--- config.mk ---
export PLATFORM = sky130hd
export DESIGN_NAME = dplh_fifo
export DESIGN_NICKNAME = d
export VERILOG_FILES = /design/src/dplh_pkg.sv /design/src/dplh_fifo.sv
export SDC_FILE = /design/constraint.sdc
export NUM_CORES = 1
export LEC_CHECK = 0
export BUFFER_PORTS_ARGS = -buffer_cell sky130_fd_sc_hd__buf_2
export CORE_MARGIN = 2
export CORE_UTILIZATION = 57
export DETAILED_ROUTE_END_ITERATION = 8
export MAX_ROUTING_LAYER = met4
export PLACE_DENSITY = 0.87
export SETUP_SLACK_MARGIN = 0.5
export SYNTH_ARGS = -nofsm -noshare
export SYNTH_HDL_FRONTEND = slang
export SYNTH_SLANG_ARGS = --single-unit
--- constraint.sdc ---
create_clock -name clk -period 5.4 [get_ports clk]
set_clock_uncertainty 0.05 [all_clocks]
set_input_delay 0.54 -clock clk [delete_from_list [all_inputs] [get_ports clk]]
set_output_delay 0.54 -clock clk [all_outputs]
set_load 0.01 [all_outputs]
--- src/dplh_pkg.sv ---
// Shared types and constants of the dual-path latency histogram.
package dplh_pkg;

  localparam int IN_W  = 144;
  localparam int OUT_W = 232;

  // configuration register indexes
  localparam int CFG_IDX_W = 2;
  localparam logic [CFG_IDX_W-1:0] CFG_SEARCH_DELAY     = 2'd0;
  localparam logic [CFG_IDX_W-1:0] CFG_SKIP_AFTER_NOTIF = 2'd1;
  localparam logic [CFG_IDX_W-1:0] CFG_RECORD_ENABLE    = 2'd2;

  // function codes carried in tuser
  localparam logic FUNC_PAIR = 1'b0;
  localparam logic FUNC_READ = 1'b1;

  // transmit stamp fixup window and flip bit
  localparam logic [31:0] FIXUP_BIT = 32'h0000_1000;
  localparam logic [31:0] FIXUP_LOW = 32'h0000_0e00;

  // queue between front and back
  localparam int Q_DEPTH = 4;
  localparam int Q_AW    = 2;
  localparam int Q_CW    = 3;

  typedef logic [1:0] op_kind_t;
  localparam op_kind_t OP_PAIR = 2'd0;
  localparam op_kind_t OP_DROP = 2'd1;
  localparam op_kind_t OP_READ = 2'd2;

  typedef struct packed {
    op_kind_t           kind;
    logic signed [31:0] delay_a;
    logic signed [31:0] delay_b;
    logic signed [31:0] delay_diff;
    logic signed [31:0] delay_min;
    logic               found;
    logic               notif;
    logic               skipped;
    logic               fixed_up;
    logic               record;
    logic [15:0]        bin_index;
  } op_t;

endpackage

--- src/dplh_fifo.sv ---
// Short operation queue between the front and back ends.
module dplh_fifo (
  input  logic          clk,
  input  logic          rst,
  input  logic          push,
  input  dplh_pkg::op_t push_op,
  output logic          full,
  input  logic          pop,
  output logic          valid,
  output dplh_pkg::op_t pop_op
);

  dplh_pkg::op_t                mem [dplh_pkg::Q_DEPTH];
  logic [dplh_pkg::Q_AW-1:0]    wr_ptr, rd_ptr;
  logic [dplh_pkg::Q_CW-1:0]    count;

  assign full   = count == dplh_pkg::Q_CW'(dplh_pkg::Q_DEPTH);
  assign valid  = count != '0;
  assign pop_op = mem[rd_ptr];

  always_ff @(posedge clk) begin
    if (rst) begin
      wr_ptr <= '0;
      rd_ptr <= '0;
      count  <= '0;
    end else begin
      if (push) begin
        wr_ptr <= wr_ptr + 1'b1;
      end
      if (pop) begin
        rd_ptr <= rd_ptr + 1'b1;
      end
      case ({push, pop})
        2'b10:   count <= count + 1'b1;
        2'b01:   count <= count - 1'b1;
        default: ;
      endcase
    end
  end

  always_ff @(posedge clk) begin
    if (push) begin
      mem[wr_ptr] <= push_op;
    end
  end

`ifndef SYNTH
  a_ptr_gap: assert property (@(posedge clk) disable iff (rst)
    count[dplh_pkg::Q_AW-1:0] == dplh_pkg::Q_AW'(wr_ptr - rd_ptr))
    else $error("queue count out of step with pointers");
`endif
`ifndef SYNTH
  a_no_underrun: assert property (@(posedge clk) disable iff (rst)
    pop |-> count != '0)
    else $error("pop from empty queue");
`endif

endmodule

==> results.json <==
{
  "synthMuxAreaShare": 0.154,
  "grt_pass1_wl_mm": 66.0,
  "pwr-share-comb": 0.094,
  "yosys_warnings": 0,
  "synth_cells": 836,
  "clockRootBuffer": "clkbuf_16",
  "yosys_register_bits": 613,
  "clockPowerShare": 0.366,
  "route.detailed.drc": 0,
  "drt-initial-drc-count": 749,
  "pre_cts_ws_ns": 2.64,
  "first_pass_iters": 5,
  "netlist_area_mm2": 0.0222,
  "worstPathBufferInverterCount": 2,
  "dr_wl_met2_mm": 22.7,
  "post-dp-hpwl_mm": 25.2,
  "start_kind": "flop",
  "slew_headroom": 0.303,
  "finalWeightedCongestion": 0.761,
  "port_buffers": 307,
  "status": "finished, final reports clean",
  "dr_wl_met3_mm": 3.44,
  "power_switching_uw": 2220,
  "ys_async_sr_fraction": 0,
  "finalHoldViolCount": 0,
  "cts_htree_levels": 2,
  "synth_compound_area_frac": 0.000676,
  "hold_start": "push_op[66]",
  "top_layer": "met4",
  "slew_viol_final": 0,
  "insertion_delay_ns": 0.59,
  "viasPerCell": 5.72,
  "ios": 308,
  "area_delta_synth_final_pct": 17.6,
  "path_cells": "buf_12 -> mux4_2 -> buf_2",
  "route.vias.total": 10037,
  "cts_resized": 0,
  "max_freq_ghz": 0.294,
  "grt_overflow": 0,
  "synth_top_family_by_area": "multiplexers",
  "cpMaxStageDelayCell": "dfxtp_4",
  "drive_gt1_frac": 0.448,
  "core.rowCount": 72,
  "p_sw_frac": 0.216,
  "yosys.area_share.simple": 0.00349,
  "crit_arrival_ns": 2.81,
  "synthXorXnorAreaFrac": 0.00197,
  "avgSynthCellArea_um2": 26.6,
  "synth.top_cells.by_area": "edfxtp_1 (82%), mux4_2 (15%), dfxtp_1 (0.81%), buf_6 (0.56%), buf_2 (0.38%)",
  "yosysTopAreaCellShare": 0.817,
  "period_share": 0.629,
  "worstMarginPinSlew_ns": 1.05,
  "r2r_start": "wr_ptr[0]",
  "die_w_um": 201,
  "grt_max_degree": 98,
  "hold_buffers": 0,
  "setup_viol_count_final": 0,
  "coreArea_mm2": 0.0386,
  "yosysSeqAreaShare": 0.825,
  "synth_edf_count": 604,
  "fill_cells": 2343,
  "path_class": "reg -> out",
  "setup-tns-final_ns": 0,
  "rsz0062_at_grt": "false",
  "clock_sinks": 613,
  "max_stage_delay_ns": 0.87,
  "clk_pin_slew_worst_paths_ns": 0.06,
  "synthFlopType": "edfxtp_1",
  "setup_ws_ns": 2.00,
  "cts_tree": "done",
  "p_int_uw": 8050,
  "post_cts_buffers": 0,
  "seqPwrFrac": 0.539,
  "die-area_mm2": 0.0406,
  "cap_violations": 0,
  "wl_met1_mm": 16.5,
  "antenna_found_initial": 9,
  "power_density_mw_per_mm2": 394,
  "grt_pass1_vias": 10807,
  "vdd_drop_max_v": 0.000314,
  "synth_fa_ha_area_frac": 0.00372,
  "initial_utilization": 0.576,
  "synth_common_cells": "edfxtp_1 (604), mux4_2 (151), buf_2 (17)",
  "p_leak_uw": 0.00872,
  "routed_wl_mm": 43.6,
  "numCtsBuffers": 58,
  "routedWlPerCell_um": 24.8,
  "critPathRequiredTime_ns": 4.81,
  "syn_nets": 997,
  "die_y_um": 201,
  "ant_nets": 0,
  "grt_usage": 0.227,
  "yosysMostFrequentCell": "edfxtp_1",
  "ys_types": 19,
  "hold_class": "in -> reg",
  "path_max_fanout": 97,
  "cts_buffer_depth": 3,
  "period_minus_slack_ns": 3.40,
  "endpoint_kind": "output port",
  "nets": 1342,
  "cpLargestDelayFamily": "flip-flops",
  "yosys.area.top_type": "edfxtp_1"
}
[logic make-up after synthesis]
group | after synthesis
AOI/OAI and AO/OA | 3
xor gates and xnor gates | 5
adders and majority gates | 6
buffers and inverters | 41
DFF | 613
muxes | 152
and+or+nand+nor | 16
[layer usage]
metal	vias up	global-route usage
met5	-	-
met2	379	0.366
met3	60	0.0630
met4	0	0.0593
li1	4327	-
met1	5271	0.289
[layout make-up]
| type | count | area [um^2] | share of cell area |
|---|---|---|---|
| Sequential cell | 613 | 18300 | 0.702 |
| Clock inverter | 24 | 191 | 0.00733 |
| Inverter | 6 | 22.5 | 0.000863 |
| Clock buffer | 81 | 1560 | 0.0597 |
| Multi-Input combinational cell | 182 | 3640 | 0.139 |
| Tap cell | 518 | 648 | 0.0248 |
| Timing Repair Buffer | 320 | 1700 | 0.0650 |
| Antenna cell | 11 | 27.5 | 0.00105 |
[power groups by stage]
stage	clock network (uW)	logic, uW	registers, uW
floorplan	0	591	5630
global route	4030	1040	5560
finish	3760	971	5540
global placement	0	956	5620
detailed placement	0	978	5640
CTS	3850	991	5550
[through the flow]
| step | total power [uW] | utilization | hold WS (ns) | cells | instance area, um^2 |
|---|---|---|---|---|---|
| detailed placement | 6620 | 0.631 | 0.468 | 1639 | 24300 |
| global placement | 6570 | 0.631 | 0.434 | 1639 | 24300 |
| CTS | 10400 | 0.676 | 0.0662 | 1744 | 26100 |
| global route | 10600 | 0.677 | 0.0761 | 1753 | 26100 |
| finish | 10300 | 0.677 | 0.108 | 1755 | 26100 |
| floorplan | 6220 | - | 0.412 | 836 | 22200 |
[registers in the layout, summed over array words and instances (netlist names), named ones only]
register,cells
rd_ptr,2
mem,604
wr_ptr,2
count,3
[path summary, 6_finish.rpt]
check	end	slack, ns	cells past startpoint
worst min-delay path	mem[3][66]	0.11	1
worst max-delay path	pop_op[150]	2.00	3
worst max register to register	mem[2][113]	2.99	5
worst min register to register	count[2]	0.49	2
[cell usage in the layout, fill, tap and decap left out, types with 6 or more instances in the layout]
cell type / synthesis / layout
buf_4: 0 / 8
diode_2: 0 / 11
mux4_2: 151 / 151
clkinv_1: 0 / 11
buf_2: 17 / 307
inv_1: 6 / 6
dfxtp_1: 9 / 7
clkinv_2: 0 / 7
nor2_1: 8 / 8
clkbuf_1: 7 / 22
edfxtp_1: 604 / 604
clkbuf_16: 0 / 59
Power figures use the tool's default switching activity.
