<file path="src/dplh_pkg.sv">
// Shared types and constants of the dual-path latency histogram.
package dplh_pkg;

  localparam int IN_W  = 144;
  localparam int OUT_W = 232;

  // configuration register indexes
  localparam int CFG_IDX_W = 2;
  localparam logic [CFG_IDX_W-1:0] CFG_SEARCH_DELAY     = 2'd0;
  localparam logic [CFG_IDX_W-1:0] CFG_SKIP_AFTER_NOTIF = 2'd1;
  localparam logic [CFG_IDX_W-1:0] CFG_RECORD_ENABLE    = 2'd2;

  // function codes carried in tuser
  localparam logic FUNC_PAIR = 1'b0;
  localparam logic FUNC_READ = 1'b1;

  // transmit stamp fixup window and flip bit
  localparam logic [31:0] FIXUP_BIT = 32'h0000_1000;
  localparam logic [31:0] FIXUP_LOW = 32'h0000_0e00;

  // queue between front and back
  localparam int Q_DEPTH = 4;
  localparam int Q_AW    = 2;
  localparam int Q_CW    = 3;

  typedef logic [1:0] op_kind_t;
  localparam op_kind_t OP_PAIR = 2'd0;
  localparam op_kind_t OP_DROP = 2'd1;
  localparam op_kind_t OP_READ = 2'd2;

  typedef struct packed {
    op_kind_t           kind;
    logic signed [31:0] delay_a;
    logic signed [31:0] delay_b;
    logic signed [31:0] delay_diff;
    logic signed [31:0] delay_min;
    logic               found;
    logic               notif;
    logic               skipped;
    logic               fixed_up;
    logic               record;
    logic [15:0]        bin_index;
  } op_t;

endpackage

</file>
<file path="src/dplh_front.sv">
// Front end: configuration, input beat intake, classification and delay pipeline.
module dplh_front (
  input  logic                           clk,
  input  logic                           rst,
  input  logic                           cfg_we,
  input  logic [dplh_pkg::CFG_IDX_W-1:0] cfg_index,
  input  logic [31:0]                    cfg_data,
  input  logic                           s_tvalid,
  output logic                           s_tready,
  input  logic [dplh_pkg::IN_W-1:0]      s_tdata,
  input  logic                           s_tuser,
  input  logic                           s_tlast,
  input  logic                           clr_busy,
  input  logic                           q_full,
  output logic                           q_push,
  output dplh_pkg::op_t                  q_op
);

  // configuration
  logic signed [31:0] search_delay;
  logic [15:0]        skip_after_notif;
  logic               record_enable;

  // carried state
  logic [31:0] prev_tx;
  logic [15:0] skip_left;
  logic        discarding;

  // input fields
  logic [31:0] rx_a, tx_a, rx_b, tx_b;
  logic [15:0] bin_index;

  // intake decode
  logic               acc;
  logic               notif, both_zero, fix, skip;
  logic [31:0]        tx, txf, d;
  logic [15:0]        sl;
  dplh_pkg::op_kind_t kind;

  // stage 1
  logic               f1_valid;
  dplh_pkg::op_kind_t f1_kind;
  logic [31:0]        f1_rx_a, f1_rx_b, f1_tx;
  logic               f1_notif, f1_fixed, f1_skip, f1_record;
  logic [15:0]        f1_bin;

  // stage 2
  logic               f2_valid;
  dplh_pkg::op_kind_t f2_kind;
  logic signed [31:0] f2_da, f2_db;
  logic               f2_found, f2_notif, f2_fixed, f2_skip, f2_record;
  logic [15:0]        f2_bin;

  // stage 3
  logic               f3_valid;
  dplh_pkg::op_t      f3_op;
  logic               f2_gt;

  logic ready1, ready2, ready3;

  assign rx_a      = s_tdata[31:0];
  assign tx_a      = s_tdata[63:32];
  assign rx_b      = s_tdata[95:64];
  assign tx_b      = s_tdata[127:96];
  assign bin_index = s_tdata[143:128];

  assign ready3   = !f3_valid || !q_full;
  assign ready2   = !f2_valid || ready3;
  assign ready1   = !f1_valid || ready2;
  assign s_tready = ready1 && !clr_busy;
  assign acc      = s_tvalid && s_tready;
  assign q_push   = f3_valid && !q_full;
  assign q_op     = f3_op;

  always_comb begin
    notif     = (tx_a == 32'd0) || (tx_b == 32'd0);
    both_zero = (tx_a == 32'd0) && (tx_b == 32'd0);
    tx        = (tx_a != 32'd0) ? tx_a : tx_b;
    if (notif) begin
      sl = (both_zero && skip_after_notif == 16'd0) ? 16'd1 : skip_after_notif;
    end else begin
      sl = skip_left;
    end
    d    = prev_tx - tx;
    fix  = (d < dplh_pkg::FIXUP_BIT) && (d > dplh_pkg::FIXUP_LOW);
    txf  = fix ? (tx ^ dplh_pkg::FIXUP_BIT) : tx;
    skip = sl != 16'd0;
    if (s_tuser == dplh_pkg::FUNC_READ) begin
      kind = dplh_pkg::OP_READ;
    end else if (discarding || (!notif && tx_a != tx_b)) begin
      kind = dplh_pkg::OP_DROP;
    end else begin
      kind = dplh_pkg::OP_PAIR;
    end
  end

  assign f2_gt = f2_da > f2_db;

  always_ff @(posedge clk) begin
    if (rst) begin
      search_delay     <= '0;
      skip_after_notif <= '0;
      record_enable    <= 1'b0;
      prev_tx          <= '0;
      skip_left        <= '0;
      discarding       <= 1'b0;
      f1_valid         <= 1'b0;
      f2_valid         <= 1'b0;
      f3_valid         <= 1'b0;
    end else begin
      if (cfg_we) begin
        case (cfg_index)
          dplh_pkg::CFG_SEARCH_DELAY:     search_delay     <= cfg_data;
          dplh_pkg::CFG_SKIP_AFTER_NOTIF: skip_after_notif <= cfg_data[15:0];
          dplh_pkg::CFG_RECORD_ENABLE:    record_enable    <= cfg_data[0];
          default: ;
        endcase
      end
      if (acc) begin
        case (kind)
          dplh_pkg::OP_PAIR: begin
            prev_tx   <= txf;
            skip_left <= skip ? 16'(sl - 16'd1) : sl;
          end
          // a dropped beat keeps discarding until the frame ends
          dplh_pkg::OP_DROP: discarding <= !s_tlast;
          default: ;
        endcase
      end
      if (ready1) begin
        f1_valid <= acc;
      end
      if (ready2) begin
        f2_valid <= f1_valid;
      end
      if (ready3) begin
        f3_valid <= f2_valid;
      end
    end
  end

  always_ff @(posedge clk) begin
    if (acc) begin
      f1_kind   <= kind;
      f1_rx_a   <= rx_a;
      f1_rx_b   <= rx_b;
      f1_tx     <= txf;
      f1_notif  <= notif;
      f1_fixed  <= fix;
      f1_skip   <= skip;
      f1_record <= !skip && record_enable;
      f1_bin    <= bin_index;
    end
    if (f1_valid && ready2) begin
      f2_kind   <= f1_kind;
      f2_da     <= f1_rx_a - f1_tx;
      f2_db     <= f1_rx_b - f1_tx;
      f2_found  <= (32'(f1_rx_a - f1_tx) == search_delay) ||
                   (32'(f1_rx_b - f1_tx) == search_delay);
      f2_notif  <= f1_notif;
      f2_fixed  <= f1_fixed;
      f2_skip   <= f1_skip;
      f2_record <= f1_record;
      f2_bin    <= f1_bin;
    end
    if (f2_valid && ready3) begin
      f3_op.kind       <= f2_kind;
      f3_op.delay_a    <= f2_da;
      f3_op.delay_b    <= f2_db;
      f3_op.delay_diff <= f2_gt ? (f2_da - f2_db) : (f2_db - f2_da);
      f3_op.delay_min  <= f2_gt ? f2_db : f2_da;
      f3_op.found      <= f2_found;
      f3_op.notif      <= f2_notif;
      f3_op.skipped    <= f2_skip;
      f3_op.fixed_up   <= f2_fixed;
      f3_op.record     <= f2_record;
      f3_op.bin_index  <= f2_bin;
    end
  end

endmodule

</file>
<file path="config.mk">
export PLATFORM = sky130hd
export DESIGN_NAME = dplh_front
export DESIGN_NICKNAME = d
export VERILOG_FILES = /design/src/dplh_pkg.sv /design/src/dplh_front.sv
export SDC_FILE = /design/constraint.sdc
export NUM_CORES = 1
export LEC_CHECK = 0
export BUFFER_PORTS_ARGS = -buffer_cell sky130_fd_sc_hd__buf_2
export CAP_MARGIN = 5
export CORE_MARGIN = 1.5
export CORE_UTILIZATION = 64
export CTS_CLUSTER_DIAMETER = 200
export DETAILED_ROUTE_END_ITERATION = 12
export MAX_ROUTING_LAYER = met4
export PLACE_DENSITY = 0.85
export SYNTH_ARGS = -nofsm -noshare
export SYNTH_HDL_FRONTEND = slang
export SYNTH_SLANG_ARGS = --single-unit
</file>
<file path="constraint.sdc">
create_clock -name clk -period 23.7 [get_ports clk]
set_clock_uncertainty 0.15 [all_clocks]
set_input_delay 1.185 -clock clk [delete_from_list [all_inputs] [get_ports clk]]
set_output_delay 1.185 -clock clk [all_outputs]
set_load 0.02 [all_outputs]
</file>
==> results by group <==
STA
  – Actual slew at the worst max-slew pin: 1.16 ns
  – Maximum clock frequency: 0.139 GHz
  – Slew headroom: 0.227
  – Period minus WS final: slightly above 7 ns
  – Setup tns final: 0 ns
  – RSZ-0062 raised after global routing: false
  – Final setup fails: 0
  – Final Cycle Share: 0.304
  – Slew Viols, Final: 0
  – Final Hold Vio Count: 0

Drt
  – DR pass1 iterations: 8
  – Post-Route WL: 78300 um
  – Avg WL per Cell: 22.5 um
  – ANT nets after route: 0
  – Drt drc: 0
  – Initial DRC Count: 2441
  – Vias: 22400
  – Vias/cell: 6.43

Yosys
  – Net count after synthesis: 2962
  – #FFs+latches synth: 457
  – Ys async rst share: 0
  – Post-synth EDFFs: 356
  – Cells after Synth: around 2600
  – Count of cell types in the netlist: 97
  – Seq/Total Area, Yosys: 0.480
  – Top_reg_cell synth: edfxtp_1
  – Ys Warns: 0
  – Cell Area, Synth: ~26000 um^2
  – Post-synthesis average cell area: 10.1 um^2

Global route
  – Vias in the first global route: 21200
  – GR Util All Layers: 0.370
  – GRT Residual Overflow: 0
  – Initial antenna violation count: 14
  – First-pass GRT wire length: 117000 um
  – Largest net degree at the start of global routing: about 100

Run status
  – Status: complete, no violations

CTS
  – Htree depth: 2
  – CTS root buf: clkbuf_16
  – Clk sinks: between 400 and 500
  – Worst-path clk slew: 0.07 ns
  – CTS Buf Count: 46
  – Cts hold-fix bufs: 0
  – Clock buffer depth: 3
  – Clock tree from TritonCTS: built
  – Clock Latency Late Sink: 0.60 ns
  – Post-CTS sizing: 0
  – Setup repair bufs after CTS: 0

Cells and area
  – Fin cells: approximately 3500
  – Share of layout cells above drive strength 1: 0.156
  – Commonest cells after routing, fill and taps aside: 356 x edfxtp_1, 338 x buf_2, 245 x a21oi_1, 235 x nand2_1, 185 x inv_1
  – Util after Layout: 0.734
  – Area Overhead vs Synth: 13.1%
  – Most common cell after layout, fill and taps aside: edfxtp_1
  – Reg area: 12700 um^2
  – Nets@finish: roughly 3200
  – Multi-input gate area: ~13000 um^2
  – Layout fillers: 2838

Floorplanning
  – Core area: 40800 um^2
  – Die height: 206 um
  – Die X: 206 um
  – I/O Pins: ~340
  – Row count: 74
  – Starting density of the core: 0.649
  – Die area: 42600 um^2

Power and ir drop
  – Lkg Pwr: 0.0121 uW
  – Cell Int Power: 1420 uW
  – Clk pwr share: 0.350
  – Power share of the combinational group: 0.187
  – Switching pwr: 566 uW
  – Reg power frac: 0.463
  – Power Density: 66.5 nW/um^2
  – Net Sw Frac: 0.284
  – Peak VDD IR: 0.0621 mV

Worst hold path
  – Hold Crit Class: register to register

Place
  – Port bufs: 338
  – Final GP Congestion: around 1.0
  – Dpl hpwl: 59100 um
  – Placed cells: 3380

Setup path
  – CP Capture Type: register
  – Delay of the slowest cell on the worst path: between 0.8 and 0.9 ns
  – CP delay by family, top: simple AND/OR/NAND/NOR gates
  – Critical-path cell list: buf_2 > nor4_1 > and4_1 > and2_0 > buf_4 > a21o_1 > ha_1 > inv_1 > fa_1 > a211o_1 > a2111oi_2 > o31a_1 > maj3_1 > a2111oi_0 > or3_1 > a22oi_1 > nand4_1 > nor4_1 > nand4_1 > and2_1
  – Slowest cell on the critical path: and2_0
  – Setup CP Type: input pin to register
  – Worst EP required: 23.87 ns
  – CP Launch Type: input pin
  – CP arrival: 7.39 ns
  – Crit path buf inv count: 3
  – Critical path fanouts, max: 19

Job
  – Max_cap viols: 0
power groups by stage:
stage	clock network [uW]	logic (uW)	registers, uW
global route	733	398	924
detailed placement	0	358	938
global placement	0	347	937
CTS	701	361	922
floorplan	0	243	940
finish	696	372	922
Yosys cell counts, types with 14 or more instances:
cell / number / share of area
xnor2_1: 132 / 0.044
o211ai_1: 24 / 0.0068
o21a_1: 27 / 0.0077
ha_1: 154 / 0.073
or3_1: 22 / 0.0052
nor4_1: 35 / 0.0083
a21oi_1: 245 / 0.046
o21ai_0: 120 / 0.023
a211oi_1: 60 / 0.017
nor2_1: 164 / 0.023
clkbuf_1: 97 / 0.014
nor3_1: 42 / 0.0079
nand3_1: 35 / 0.0066
edfxtp_1: 356 / 0.40
a31oi_1: 24 / 0.0057
o21bai_1: 22 / 0.0062
nor2b_1: 40 / 0.0094
mux2i_1: 32 / 0.012
nand2_1: 235 / 0.033
dfxtp_1: 101 / 0.076
inv_1: 186 / 0.026
a21o_1: 76 / 0.022
and2_1: 14 / 0.0033
nand2b_1: 20 / 0.0047
nand4_1: 46 / 0.011
o31ai_1: 17 / 0.0048
xor2_1: 56 / 0.019
logic make-up after synthesis:
kind of cell    share of synthesized area
simple gates                        0.132
fa+ha+maj                          0.0777
xor+xnor                           0.0699
mux                                0.0142
flops                               0.480
buf+inv                            0.0443
compound gates                      0.182
final timing paths:
kind | startpoint | endpoint | slack [ns] | cells past startpoint
worst max-delay path | s_tdata[51] | f1_tx[12] | 16.49 | 20
worst min-delay path | f1_skip | f2_skip | 0.26 | 0
worst max register to register | f2_db[0] | q_op[84] | 18.50 | 16
worst min register to register | f1_skip | f2_skip | 0.26 | 0
routing by layer:
metal,up-vias,track usage,part of all wire
met1,10500,0.447,0.38
met4,0,0.193,0.057
met2,1391,0.598,0.47
met5,-,-,0
li1,10200,-,-
met3,280,0.0594,0.090
worst reg2reg max path: cells and delay by family, from the launching register on:
family                     cells  cell delay, ns
and+or+nand+nor                1            0.19
buffers and inverters          2            1.16
AOI/OAI and AO/OA             10            2.11
adders and majority gates      2            0.70
xor gates and xnor gates       1            0.16
DFF                            1            0.45
cell type report:
class                   instances  share of cell area
multi-input cells            1854               0.422
clock buffers                  60              0.0412
repair buffers                349              0.0592
diodes                         14             0.00117
clock inverters                23             0.00614
flip-flops and latches        457               0.424
inverters                     188              0.0236
well taps                     532              0.0222
flip-flops by register name, indices dropped and copies added, names as in the netlist, 2 cells and up:
name and cells:
f1_rx_b 32, f2_bin 16, skip_after_notif 16, q_op 151, f2_kind 2, skip_left 16, f2_db 32, prev_tx 32
search_delay 32, f2_da 32, f1_tx 32, f1_bin 16, f1_kind 2, f1_rx_a 32
metrics by stage:
stage | area, um^2 | power, uW | setup slack, ns | hold slack (ns)
finish | 30000 | 1990 | 16.49 | 0.263
global route | 30000 | 2050 | 16.14 | 0.269
CTS | 29900 | 1980 | 16.61 | 0.265
detailed placement | 28500 | 1300 | 16.03 | 0.255
global placement | 28500 | 1280 | 16.06 | 0.250
floorplan | 26500 | 1180 | 10.57 | 0.250
(Power assumes the default switching activity.)
